**config.mk**
```make
export PLATFORM = sky130hd
export DESIGN_NAME = polynomial_sign_comparator
export DESIGN_NICKNAME = d
export VERILOG_FILES = /design/src/rtl/core/psc_pkg.sv /design/src/rtl/core/polynomial_sign_comparator.sv
export SDC_FILE = /design/constraint.sdc
export NUM_CORES = 2
export LEC_CHECK = 0
export ABC_AREA = 1
export BUFFER_PORTS_ARGS = -buffer_cell sky130_fd_sc_hd__buf_2
export CAP_MARGIN = 20
export CORE_ASPECT_RATIO = 1.5
export CORE_MARGIN = 2
export CORE_UTILIZATION = 40
export DETAILED_ROUTE_END_ITERATION = 8
export PLACE_DENSITY_LB_ADDON = 0.15
export SETUP_SLACK_MARGIN = 0.4
export SYNTH_ARGS = -nofsm -noshare
export SYNTH_HDL_FRONTEND = slang
export SYNTH_SLANG_ARGS = --single-unit
export TNS_END_PERCENT = 10
```
**constraint.sdc**
```tcl
create_clock -name clock -period 23.4 [get_ports clock]
set_input_delay 4.68 -clock clock [delete_from_list [all_inputs] [get_ports clock]]
set_output_delay 4.68 -clock clock [all_outputs]
set_load 0.01 [all_outputs]
```
**src/rtl/core/psc_pkg.sv**
```systemverilog
// ----------------------------------------------------------------------------
// Polynomial sign comparator package
// Microcode control word, step program and coefficient table.
// ----------------------------------------------------------------------------
`default_nettype none

package psc_pkg;

   // width of the depth register
   localparam int DEPTH_W = 3;
   // width of an index into the coefficient table
   localparam int COEF_IDX_W = 4;

   typedef logic [3:0] step_type;

   // multiplier phase
   typedef enum logic [1:0] {
      MUL_NONE,
      MUL_LO,
      MUL_HI
   } mul_type;

   // first multiplier operand
   typedef enum logic {
      OPA_X,
      OPA_P
   } opa_type;

   // second multiplier operand
   typedef enum logic {
      OPB_X,
      OPB_T
   } opb_type;

   // register update performed by a step
   typedef enum logic [2:0] {
      ACT_NOP,
      ACT_SCALE,
      ACT_DIFF,
      ACT_TSET,
      ACT_PACC,
      ACT_XSET,
      ACT_OUT
   } act_type;

   // jump condition
   typedef enum logic [1:0] {
      JMP_NONE,
      JMP_DEPTH_ZERO,
      JMP_K_MORE,
      JMP_I_MORE
   } cond_type;

   typedef struct packed {
      mul_type  mul;
      opa_type  opa;
      opb_type  opb;
      act_type  act;
      cond_type cond;
      step_type target;
   } ucode_type;

   // program step addresses
   localparam step_type STEP_SCALE = 4'd0;
   localparam step_type STEP_DIFF  = 4'd1;
   localparam step_type STEP_SQ_LO = 4'd2;
   localparam step_type STEP_SQ_HI = 4'd3;
   localparam step_type STEP_TSET  = 4'd4;
   localparam step_type STEP_PT_LO = 4'd5;
   localparam step_type STEP_PT_HI = 4'd6;
   localparam step_type STEP_PACC  = 4'd7;
   localparam step_type STEP_XP_LO = 4'd8;
   localparam step_type STEP_XP_HI = 4'd9;
   localparam step_type STEP_XSET  = 4'd10;
   localparam step_type STEP_OUT   = 4'd11;

   // control store
   function automatic ucode_type ucode_rom(input step_type step);
      ucode_type cw;
      unique case (step)
         STEP_SCALE: cw = '{MUL_NONE, OPA_X, OPB_X, ACT_SCALE, JMP_NONE,       STEP_SCALE};
         STEP_DIFF:  cw = '{MUL_NONE, OPA_X, OPB_X, ACT_DIFF,  JMP_DEPTH_ZERO, STEP_OUT};
         STEP_SQ_LO: cw = '{MUL_LO,   OPA_X, OPB_X, ACT_NOP,   JMP_NONE,       STEP_SCALE};
         STEP_SQ_HI: cw = '{MUL_HI,   OPA_X, OPB_X, ACT_NOP,   JMP_NONE,       STEP_SCALE};
         STEP_TSET:  cw = '{MUL_NONE, OPA_X, OPB_X, ACT_TSET,  JMP_NONE,       STEP_SCALE};
         STEP_PT_LO: cw = '{MUL_LO,   OPA_P, OPB_T, ACT_NOP,   JMP_NONE,       STEP_SCALE};
         STEP_PT_HI: cw = '{MUL_HI,   OPA_P, OPB_T, ACT_NOP,   JMP_NONE,       STEP_SCALE};
         STEP_PACC:  cw = '{MUL_NONE, OPA_X, OPB_X, ACT_PACC,  JMP_K_MORE,     STEP_PT_LO};
         STEP_XP_LO: cw = '{MUL_LO,   OPA_P, OPB_X, ACT_NOP,   JMP_NONE,       STEP_SCALE};
         STEP_XP_HI: cw = '{MUL_HI,   OPA_P, OPB_X, ACT_NOP,   JMP_NONE,       STEP_SCALE};
         STEP_XSET:  cw = '{MUL_NONE, OPA_X, OPB_X, ACT_XSET,  JMP_I_MORE,     STEP_SQ_LO};
         STEP_OUT:   cw = '{MUL_NONE, OPA_X, OPB_X, ACT_OUT,   JMP_NONE,       STEP_SCALE};
         default:    cw = '{MUL_NONE, OPA_X, OPB_X, ACT_NOP,   JMP_NONE,       STEP_OUT};
      endcase
      return cw;
   endfunction

   // central binomial coefficients over 4^k, in Q.15
   function automatic logic [15:0] coef_q15(input logic [COEF_IDX_W-1:0] idx);
      logic [15:0] c;
      case (idx)
         4'd0:    c = 16'd32768;
         4'd1:    c = 16'd16384;
         4'd2:    c = 16'd12288;
         4'd3:    c = 16'd10240;
         4'd4:    c = 16'd8960;
         4'd5:    c = 16'd8064;
         4'd6:    c = 16'd7392;
         4'd7:    c = 16'd6864;
         4'd8:    c = 16'd6435;
         default: c = 16'd0;
      endcase
      return c;
   endfunction

endpackage

`default_nettype wire

```
**src/rtl/core/polynomial_sign_comparator.sv**
```systemverilog
// ----------------------------------------------------------------------------
// Polynomial sign comparator
// Scores a > b for two Q16.16 operands by composed odd sign polynomials.
// ----------------------------------------------------------------------------
// Usage
//   req channel: a_value and b_value, transferred when req_valid and
//   req_ready are both high. req_ready is high only while the block is idle.
//   rsp channel: greater_score in Q0.16 (65536 = a greater, 32768 = equal),
//   transferred when rsp_valid and rsp_ready are both high.
//   csr port: csr_wr_en writes csr_wr_data into the depth register at once;
//   write only while no item is in flight.
// Sequencing, with d = min(depth, MAX_DEPTH) stages
//   the result is loaded when the step program for d stages ends; the next
//   request is taken only after the block is back in idle, so one item is
//   finished before the next is taken. All products go through the single
//   shared multiplier: each product is built from the low and then the high
//   half of the second operand, and the step program walks Horner's
//   rule one product at a time.
// Reset: synchronous, clears the sequencer and the output valid, and sets
//   depth to 3.
// Receiver stall: the finished score waits in the output register while a
//   new request is taken; a second finished score waits in the last program
//   step until the output register frees.
// ----------------------------------------------------------------------------
`default_nettype none

module polynomial_sign_comparator #(
   parameter int MAX_DEPTH = 4,
   parameter int FRAC_BITS = 30
) (
   input  wire logic                         clock,
   input  wire logic                         reset,
   input  wire logic                         req_valid,
   output logic                              req_ready,
   input  wire logic [31:0]                  req_a_value,
   input  wire logic [31:0]                  req_b_value,
   output logic                              rsp_valid,
   input  wire logic                         rsp_ready,
   output logic [16:0]                       rsp_greater_score,
   input  wire logic                         csr_wr_en,
   input  wire logic [psc_pkg::DEPTH_W-1:0]  csr_wr_data
);

   import psc_pkg::*;

   // datapath widths
   localparam int W   = FRAC_BITS + 2;            // x, p and operand magnitudes
   localparam int TW  = FRAC_BITS + 1;            // t in [0, 1]
   localparam int H   = (W + 1) / 2;              // low half of second operand
   localparam int PW  = W + H;                    // partial product
   localparam int AW  = 2 * W;                    // full product
   localparam int QW  = AW - FRAC_BITS;           // product at operand scale
   localparam int SW  = FRAC_BITS + 16;           // aligned operand
   localparam int IW  = $clog2(MAX_DEPTH + 1);    // stage and Horner counters
   localparam int DW  = (IW > DEPTH_W) ? IW : DEPTH_W;
   localparam int CSH = FRAC_BITS - 15;           // coefficient alignment
   localparam int OSH = FRAC_BITS - 15;           // output alignment
   localparam int OW  = W + 1 - OSH;              // aligned output width

   localparam logic [W-1:0] ONE_Q = W'(1) << FRAC_BITS;
   localparam logic [W:0]   RND_Q = (W + 1)'(1) << (FRAC_BITS - 16);
   localparam logic [16:0]  SCORE_MAX = 17'd65536;

   typedef enum logic {
      ST_IDLE,
      ST_RUN
   } state_type;

   state_type          state_ff, state_in;
   step_type           step_ff, step_in;
   logic [DEPTH_W-1:0] depth_ff, depth_in;
   logic               rsp_valid_ff, rsp_valid_in;
   logic [16:0]        score_ff, score_in;
   logic [31:0]        a_ff, a_in;
   logic [31:0]        b_ff, b_in;
   logic [4:0]         s_ff, s_in;
   logic [W-1:0]       x_ff, x_in;
   logic [TW-1:0]      t_ff, t_in;
   logic [W-1:0]       p_ff, p_in;
   logic [AW-1:0]      acc_ff, acc_in;
   logic [IW-1:0]      k_ff, k_in;
   logic [IW-1:0]      i_ff, i_in;

   ucode_type          cw;
   logic [DW-1:0]      depth_eff;
   logic [W-1:0]       x_mag;
   logic [W-1:0]       op_a;
   logic [W-1:0]       op_b;
   logic [H-1:0]       op_b_half;
   logic [PW-1:0]      prod;
   logic [QW-1:0]      q;
   logic [W-1:0]       q_clamp;
   logic [31:0]        max_ab;
   logic [31:0]        max_m1;
   logic [4:0]         s_calc;
   logic [SW-1:0]      a_sh;
   logic [SW-1:0]      b_sh;
   logic [W-1:0]       sum_q;
   logic [W:0]         rnd_q;
   logic [OW-1:0]      score_full;
   logic [15:0]        coef_i;
   logic [15:0]        coef_k;
   logic               can_load;
   logic               jump;

   // control word of the current step
   assign cw = ucode_rom(step_ff);

   // effective depth, saturated to the number of built stages
   assign depth_eff = (DW'(depth_ff) > DW'(MAX_DEPTH)) ? DW'(MAX_DEPTH) : DW'(depth_ff);

   // shared multiplier, one half of the second operand per cycle
   assign x_mag     = x_ff[W-1] ? (~x_ff + W'(1)) : x_ff;
   assign op_a      = (cw.opa == OPA_P) ? p_ff : x_mag;
   assign op_b      = (cw.opb == OPB_T) ? W'(t_ff) : x_mag;
   assign op_b_half = (cw.mul == MUL_HI) ? H'(op_b[W-1:H]) : op_b[H-1:0];
   assign prod      = PW'(op_a) * PW'(op_b_half);

   // product brought back to operand scale, truncated
   assign q       = acc_ff[AW-1:FRAC_BITS];
   assign q_clamp = (q > QW'(ONE_Q)) ? ONE_Q : q[W-1:0];

   // coefficients for the top of Horner's rule and for the running term
   assign coef_i = coef_q15(COEF_IDX_W'(i_ff));
   assign coef_k = coef_q15(COEF_IDX_W'(k_ff - IW'(1)));

   // smallest common shift that brings the larger operand to at most 1.0
   assign max_ab = (a_ff > b_ff) ? a_ff : b_ff;
   assign max_m1 = max_ab - 32'd1;

   always_comb begin
      s_calc = '0;
      if (max_ab > 32'd65536) begin
         for (int n = 0; n < 16; n++) begin
            if (max_m1[16 + n]) begin
               s_calc = 5'(n + 1);
            end
         end
      end
   end

   // operands aligned to the fraction width and scaled down
   assign a_sh = {a_ff, {(FRAC_BITS - 16){1'b0}}} >> s_ff;
   assign b_sh = {b_ff, {(FRAC_BITS - 16){1'b0}}} >> s_ff;

   // output rounding: (x + 1) / 2 in Q0.16, half up
   assign sum_q      = x_ff + ONE_Q;
   assign rnd_q      = (W + 1)'(sum_q) + RND_Q;
   assign score_full = rnd_q[W:OSH];

   assign can_load = !rsp_valid_ff || rsp_ready;

   // jump condition of the current step
   always_comb begin
      case (cw.cond)
         JMP_DEPTH_ZERO: jump = (depth_eff == '0);
         JMP_K_MORE:     jump = (k_ff != IW'(1));
         JMP_I_MORE:     jump = (DW'(i_ff) < depth_eff);
         default:        jump = 1'b0;
      endcase
   end

   // sequencer and datapath next state
   always_comb begin
      state_in     = state_ff;
      step_in      = step_ff;
      depth_in     = depth_ff;
      rsp_valid_in = rsp_valid_ff;
      score_in     = score_ff;
      a_in         = a_ff;
      b_in         = b_ff;
      s_in         = s_ff;
      x_in         = x_ff;
      t_in         = t_ff;
      p_in         = p_ff;
      acc_in       = acc_ff;
      k_in         = k_ff;
      i_in         = i_ff;

      // configuration write
      if (csr_wr_en) begin
         depth_in = csr_wr_data;
      end

      // result transfer frees the output register
      if (rsp_valid_ff && rsp_ready) begin
         rsp_valid_in = 1'b0;
      end

      unique case (state_ff)
         ST_IDLE: begin
            if (req_valid) begin
               a_in     = req_a_value;
               b_in     = req_b_value;
               step_in  = STEP_SCALE;
               state_in = ST_RUN;
            end
         end
         ST_RUN: begin
            // multiplier accumulate
            case (cw.mul)
               MUL_LO:  acc_in = AW'(prod);
               MUL_HI:  acc_in = acc_ff + (AW'(prod) << H);
               default: acc_in = acc_ff;
            endcase

            // register updates
            unique case (cw.act)
               ACT_SCALE: s_in = s_calc;
               ACT_DIFF: begin
                  x_in = a_sh[W-1:0] - b_sh[W-1:0];
                  i_in = IW'(1);
               end
               ACT_TSET: begin
                  t_in = (q >= QW'(ONE_Q)) ? '0 : TW'(ONE_Q - q[W-1:0]);
                  p_in = W'({coef_i, {CSH{1'b0}}});
                  k_in = i_ff;
               end
               ACT_PACC: begin
                  p_in = W'({coef_k, {CSH{1'b0}}}) + q[W-1:0];
                  k_in = k_ff - IW'(1);
               end
               ACT_XSET: begin
                  x_in = x_ff[W-1] ? (~q_clamp + W'(1)) : q_clamp;
                  if (jump) begin
                     i_in = i_ff + IW'(1);
                  end
               end
               ACT_OUT: begin
                  if (can_load) begin
                     score_in     = (score_full > OW'(SCORE_MAX)) ? SCORE_MAX
                                                                  : score_full[16:0];
                     rsp_valid_in = 1'b1;
                  end
               end
               default: ;
            endcase

            // step counter
            if (cw.act == ACT_OUT) begin
               if (can_load) begin
                  state_in = ST_IDLE;
               end
            end else if (jump) begin
               step_in = cw.target;
            end else begin
               step_in = step_ff + step_type'(1);
            end
         end
         default: state_in = ST_IDLE;
      endcase
   end

   // state and registered outputs
   always_ff @(posedge clock) begin
      if (reset) begin
         state_ff     <= ST_IDLE;
         step_ff      <= STEP_SCALE;
         depth_ff     <= DEPTH_W'(3);
         rsp_valid_ff <= 1'b0;
         k_ff         <= '0;
         i_ff         <= '0;
      end else begin
         state_ff     <= state_in;
         step_ff      <= step_in;
         depth_ff     <= depth_in;
         rsp_valid_ff <= rsp_valid_in;
         k_ff         <= k_in;
         i_ff         <= i_in;
      end
      score_ff <= score_in;
      a_ff     <= a_in;
      b_ff     <= b_in;
      s_ff     <= s_in;
      x_ff     <= x_in;
      t_ff     <= t_in;
      p_ff     <= p_in;
      acc_ff   <= acc_in;
   end

   assign req_ready         = (state_ff == ST_IDLE);
   assign rsp_valid         = rsp_valid_ff;
   assign rsp_greater_score = score_ff;

endmodule

`default_nettype wire

```
# After elaboration in Yosys (flattened, before gate mapping)
# Memory sizes are Yosys's and may differ from the RTL's. A register that Yosys moved wholly into a read port is not among the register bits.
# Cells that the tools add are included.
# W data, S select, Z words.
[op_classes]
mul = 1
bitwise = 4
reduce_logical = 17
shifts = 2
addsub = 13
order_cmp = 7
n_eq_ne = 15
n_mux = 47
[ops]
columns = ["operator", "count"]
rows = [
  ["$mux W32", 6],
  ["$pmux W32 S2", 2],
  ["$pmux W64 S2", 1],
  ["$shr A46 B5 Y32", 2],
  ["$mux W5", 14],
  ["$add A32 B1 Y32 const B", 2],
  ["$add A64 B64 Y64", 1],
  ["$not A32 Y32", 2],
  ["$mul A32 B16 Y48", 1],
  ["$ge A34 B31 Y1 const B", 1],
  ["$gt A34 B31 Y1 const B", 1],
  ["$add A32 B15 Y33 const B", 1],
  ["$add A31 B32 Y32", 1],
  ["$add A32 B31 Y32 const B", 1],
  ["$gt A32 B17 Y1 const B", 1],
  ["$gt A32 B32 Y1", 1],
  ["$sub A32 B1 Y32 const B", 1],
  ["$sub A32 B32 Y32", 1],
  ["$sub A31 B31 Y31 const A", 1],
  ["$mux W4", 5],
  ["$gt A18 B17 Y1 const B", 1],
  ["$mux W16", 1],
  ["$reduce_and A2 Y1", 7],
  ["$mux W3", 4],
  ["27 further kinds", 47],
]
[word_totals]
ff_bits = 260
rom_bits = 528
out_inout_bits = 19
in_bits = 72
word_cells = 124
n_memories = 3
[memory_table]
columns = ["name", "words", "width", "rd", "rd_clocked_by_memory_dff", "wr", "line", "rtl"]
rows = [
  ["(name not given)", 16, 14, 1, 0, 0, "psc_pkg.sv:101", "case (idx)"],
  ["(name not given)", 16, 13, 1, 1, 0, "psc_pkg.sv:80", "unique case (step)"],
  ["(name not given)", 8, 12, 1, 1, 0, "psc_pkg.sv:101", ""],
]

# Longest topological paths before layout
[logic_depth]
word_depth = 19
ltp_mapped = 56
mapped_depth_nobuf = 56

# Worst setup path after synthesis
# No wires, ideal clock.
[synth_timing]
path_type = "reg2reg"
start = "register x_ff[0]"
end = "register acc_ff[63], data pin"
slack_ps = 14148
path_stages_with_launch = 54
required_time_ps = 23147
n_path_buf = 1
setup_ps = 253
arrival_time_ps = 8999
period_less_slack_ps = 9252
path_cell_list = "edfxtp_1 > inv_1 > ha_1 > inv_1 > nor3_2 > inv_1 > nor3_2 > inv_1 > nor3_4 > nand4_2 > o31ai_4 > o21ai_2 > a21oi_2 > o21a_1 > xor2_1 > o21ai_0 > nand2_1 > buf_2 > (+18 left out) > a21oi_1 > o31ai_1 > a211oi_1 > o21ai_0 > xor2_1 > ha_1 > nand2_1 > nor2_1 > inv_1 > nor2_1 > inv_1 > o21bai_1 > nand2_1 > nand3_1 > xor2_1 > nand2_1 > nand2_1 > nor2_1"
[synth_via]
elab_chain_cells = 8
word_cells_on_any_way = 9
classes_between = "add/sub: 2; mul: 1; mux: 5; bitwise: 1"
[synth_lines]
columns = ["item", "line", "rtl"]
rows = [
  ["start: declaration", "polynomial_sign_comparator.sv:77", "logic [W-1:0] x_ff, x_in;"],
  ["start signal: assignment", "polynomial_sign_comparator.sv:275", "x_ff <= x_in;"],
  ["$not A32 Y32", "polynomial_sign_comparator.sv:113", "assign x_mag = x_ff[W-1] ? (~x_ff + W'(1)) : x_ff;"],
  ["$add A32 B1 Y32", "polynomial_sign_comparator.sv:113", ""],
  ["$mux W32 *", "polynomial_sign_comparator.sv:113", ""],
  ["$mux W32", "polynomial_sign_comparator.sv:115", "assign op_b = (cw.opb == OPB_T) ? W'(t_ff) : x_mag;"],
  ["$mux W16", "polynomial_sign_comparator.sv:116", "assign op_b_half = (cw.mul == MUL_HI) ? H'(op_b[W-1:H]) : op_b[H-1:0];"],
  ["$mul A32 B16 Y48 *", "polynomial_sign_comparator.sv:117", "assign prod = PW'(op_a) * PW'(op_b_half);"],
  ["$add A64 B64 Y64 *", "polynomial_sign_comparator.sv:203", "MUL_HI: acc_in = acc_ff + (AW'(prod) << H);"],
  ["$pmux W64 S2 *", "polynomial_sign_comparator.sv:201", "case (cw.mul)"],
  ["end signal: assignment", "polynomial_sign_comparator.sv:278", "acc_ff <= acc_in;"],
  ["end: declaration", "polynomial_sign_comparator.sv:80", "logic [AW-1:0] acc_ff, acc_in;"],
]
# Every way passes the cells marked *; elsewhere a longest branch is shown, timed or not.
# A chain may end at the register's enable or synchronous reset.

# Final worst setup path
[layout_timing]
start = "register x_ff[2]"
end = "register acc_ff[63], data pin"
# Same word-level chain as after synthesis.

==> results_dict.tcl <==
set metrics [dict create \
    die_w_um 256 \
    drt_iter0_drc 1865 \
    synth_cell_types 68 \
    htree_levels 1 \
    start_util_pct 40.4 \
    synth_warnings 0 \
    fp.dieH_um 382 \
    critical_path_required_ps 23750 \
    dieArea_um2 98000 \
    num_vias 33300 \
    final_cell_mix "nand2_1, inv_1, nor2_1" \
    layout-drive-gt1-share_pct 6.53 \
    rows 138 \
    crit_fanout 20 \
    place.gp.congestion 1.02 \
    arrival_ps 12590 \
    cts_root_buffer "clkbuf_16" \
    grt_most_used_layer "met2" \
    grt_usage_pct 28.1 \
    ys.flop_type "edfxtp_1" \
    vias_per_cell 5.26 \
    ys_ff_latch 269 \
    ant_nets 0 \
    fin_skew_ps 38.7 \
    layout_commonest_cell "nand2_1" \
    port_buffers 90 \
    syn_inst 5036 \
    syn_nets 5801 \
    pin_count 91 \
    finalHoldViolations 0 \
    hold_class "register to register" \
    grt_use_met2_pct 55.8 \
    period_needed_ps 12250 \
    cts_setup_buffers 0 \
    cts_tree "built" \
    cp-end-kind "register" \
    dp_hpwl_um 114000 \
    grt_max_degree 93 \
    status "completed" \
    holdBufCountCts 0 \
    clkSinkCount 269 \
    slew_violations 0 \
    avgSynthCellArea_um2 7.58 \
    wl_per_cell_um 21.6 \
    max_freq_ghz 0.0817 \
    cts_buffers 28 \
    critical_path_class "register to register" \
    drc 0 \
    setup_viol 0 \
    fin_crit_sh_pct 52.3 \
    netlist_area_um2 38200 \
    area_growth_pct 7.25 \
    slowest_delay_ps 760 \
    grt_pass1_vias 35400 \
    use_met3_pct 2.11 \
    max_slew_margin_pct 27.4 \
    first_pass_iters 6 \
    clkLatencyLatePin_ps 600 \
    grt_pass1_wl_um 207000 \
    critPathLaunchType "register" \
    crit_top_cell "nand2_1" \
    worstMarginPinSlew_ps 1080 \
    nets 5809 \
    synth-async-reset-ratio_pct 0 \
    cap_violations 0 \
    globalRouteMet1Util_pct 26.0 \
    clk_pin_slew_ps 70 \
    crit_slowest_cell "inv_1" \
    drt-total-wl_um 137000 \
    rsz0062_at_grt "no" \
    ctsResizeCount 0 \
    clock_path_buffers 3 \
    ys_seq_area_share_pct 20.1 \
    synth-edff-count 229 \
    setup-tns-final_ps 0 \
    coreArea_um2 94400 \
    antenna_found_initial 1 \
    grt-ovfl-total 0 \
]
[worst paths after layout]
check,start,endpoint,slack [ps],cells after the start
max,x_ff[2]$_DFFE_PP_,acc_ff[63]$_SDFFCE_PN0P_,11150,50
min,depth_ff[0]$_SDFFE_PP1P_,depth_ff[0]$_SDFFE_PP1P_,480,2
min reg2reg,depth_ff[0]$_SDFFE_PP1P_,depth_ff[0]$_SDFFE_PP1P_,480,2
max reg2reg,x_ff[2]$_DFFE_PP_,acc_ff[63]$_SDFFCE_PN0P_,11150,50
[critical path: cells and delay by family, from the launching register on]
family	cells	cell delay (ps)
simple gates	26	4000
fa+ha+maj	8	3850
compound gates	6	1810
buf+inv	7	1060
xor+xnor	3	810
flops	1	470
[final cells by class]
class | instances | area, um^2
clock buffer | 36 | 847
antenna | 2 | 5.00
timing repair buffer | 146 | 868
fill | 9850 | 53500
clock inverter | 16 | 155
tap | 1260 | 1580
sequential | 269 | 7680
multi-input combinational | 3659 | 26300
inverter | 940 | 3530
[routing by layer]
layer / routed length (um) / up-vias
met5: 0 / -
met4: 12700 / 0
met3: 4110 / 425
met2: 75000 / 920
met1: 44900 / 16000
li1: - / 16000
[registers in the layout (all words and copies together) (netlist names)]
signal	flops
s_ff	5
cw	13
b_ff	32
rsp_valid	1
coef_i	12
state_ff	1
p_ff	32
depth_ff	3
x_ff	32
a_ff	32
t_ff	31
k_ff	3
step_ff	4
i_ff	3
rsp_greater_score	17
acc_ff	48
[per-stage QoR]
step / worst slack, ps / hold slack, ps / instances / cell area (um^2) / util [%]
2_1_floorplan: 14150 / 452 / 5036 / 38200 / -
3_3_place_gp: 11030 / 476 / 6272 / 39900 / 42.3
3_5_place_dp: 11080 / 473 / 6272 / 39900 / 42.3
4_1_cts: 11030 / 487 / 6324 / 40900 / 43.3
5_1_grt: 10350 / 514 / 6327 / 41000 / 43.4
6_report: 11150 / 481 / 6328 / 41000 / 43.4
[synthesized netlist by cell type (all sizes together) (4+ instances only)]
master	count	area, um^2
nand2	1131	4310
inv	920	3450
nor2	511	1990
o21ai	446	2280
fa	421	8430
a21oi	290	1460
ha	272	3400
edfxtp	229	6880
clkbuf	114	428
nand3	94	493
xor2	93	815
xnor2	55	482
buf	54	299
nor3	50	333
mux2i	41	410
dfxtp	40	801
or2	33	206
a31oi	31	194
nand4	27	181
o21a	24	180
o22ai	22	138
clkinv	20	78.8
o211ai	18	135
nor4	14	115
o221ai	13	114
o21bai	11	82.6
o31ai	11	96.3
a21boi	8	67.6
a22oi	8	60.1
a21o	7	52.6
a211oi	4	30.0
nand3b	4	30.0
[logic make-up after synthesis]
family | Yosys count | share of synthesized area, %
compound gates | 906 | 13.1
xor+xnor | 148 | 3.39
fa+ha+maj | 693 | 31.0
buf+inv | 1108 | 11.2
flops | 269 | 20.1
mux | 41 | 1.07
simple gates | 1871 | 20.2
Power is not shown: default switching activity piles up to over one toggle a cycle in this logic, so the estimate is an artifact.
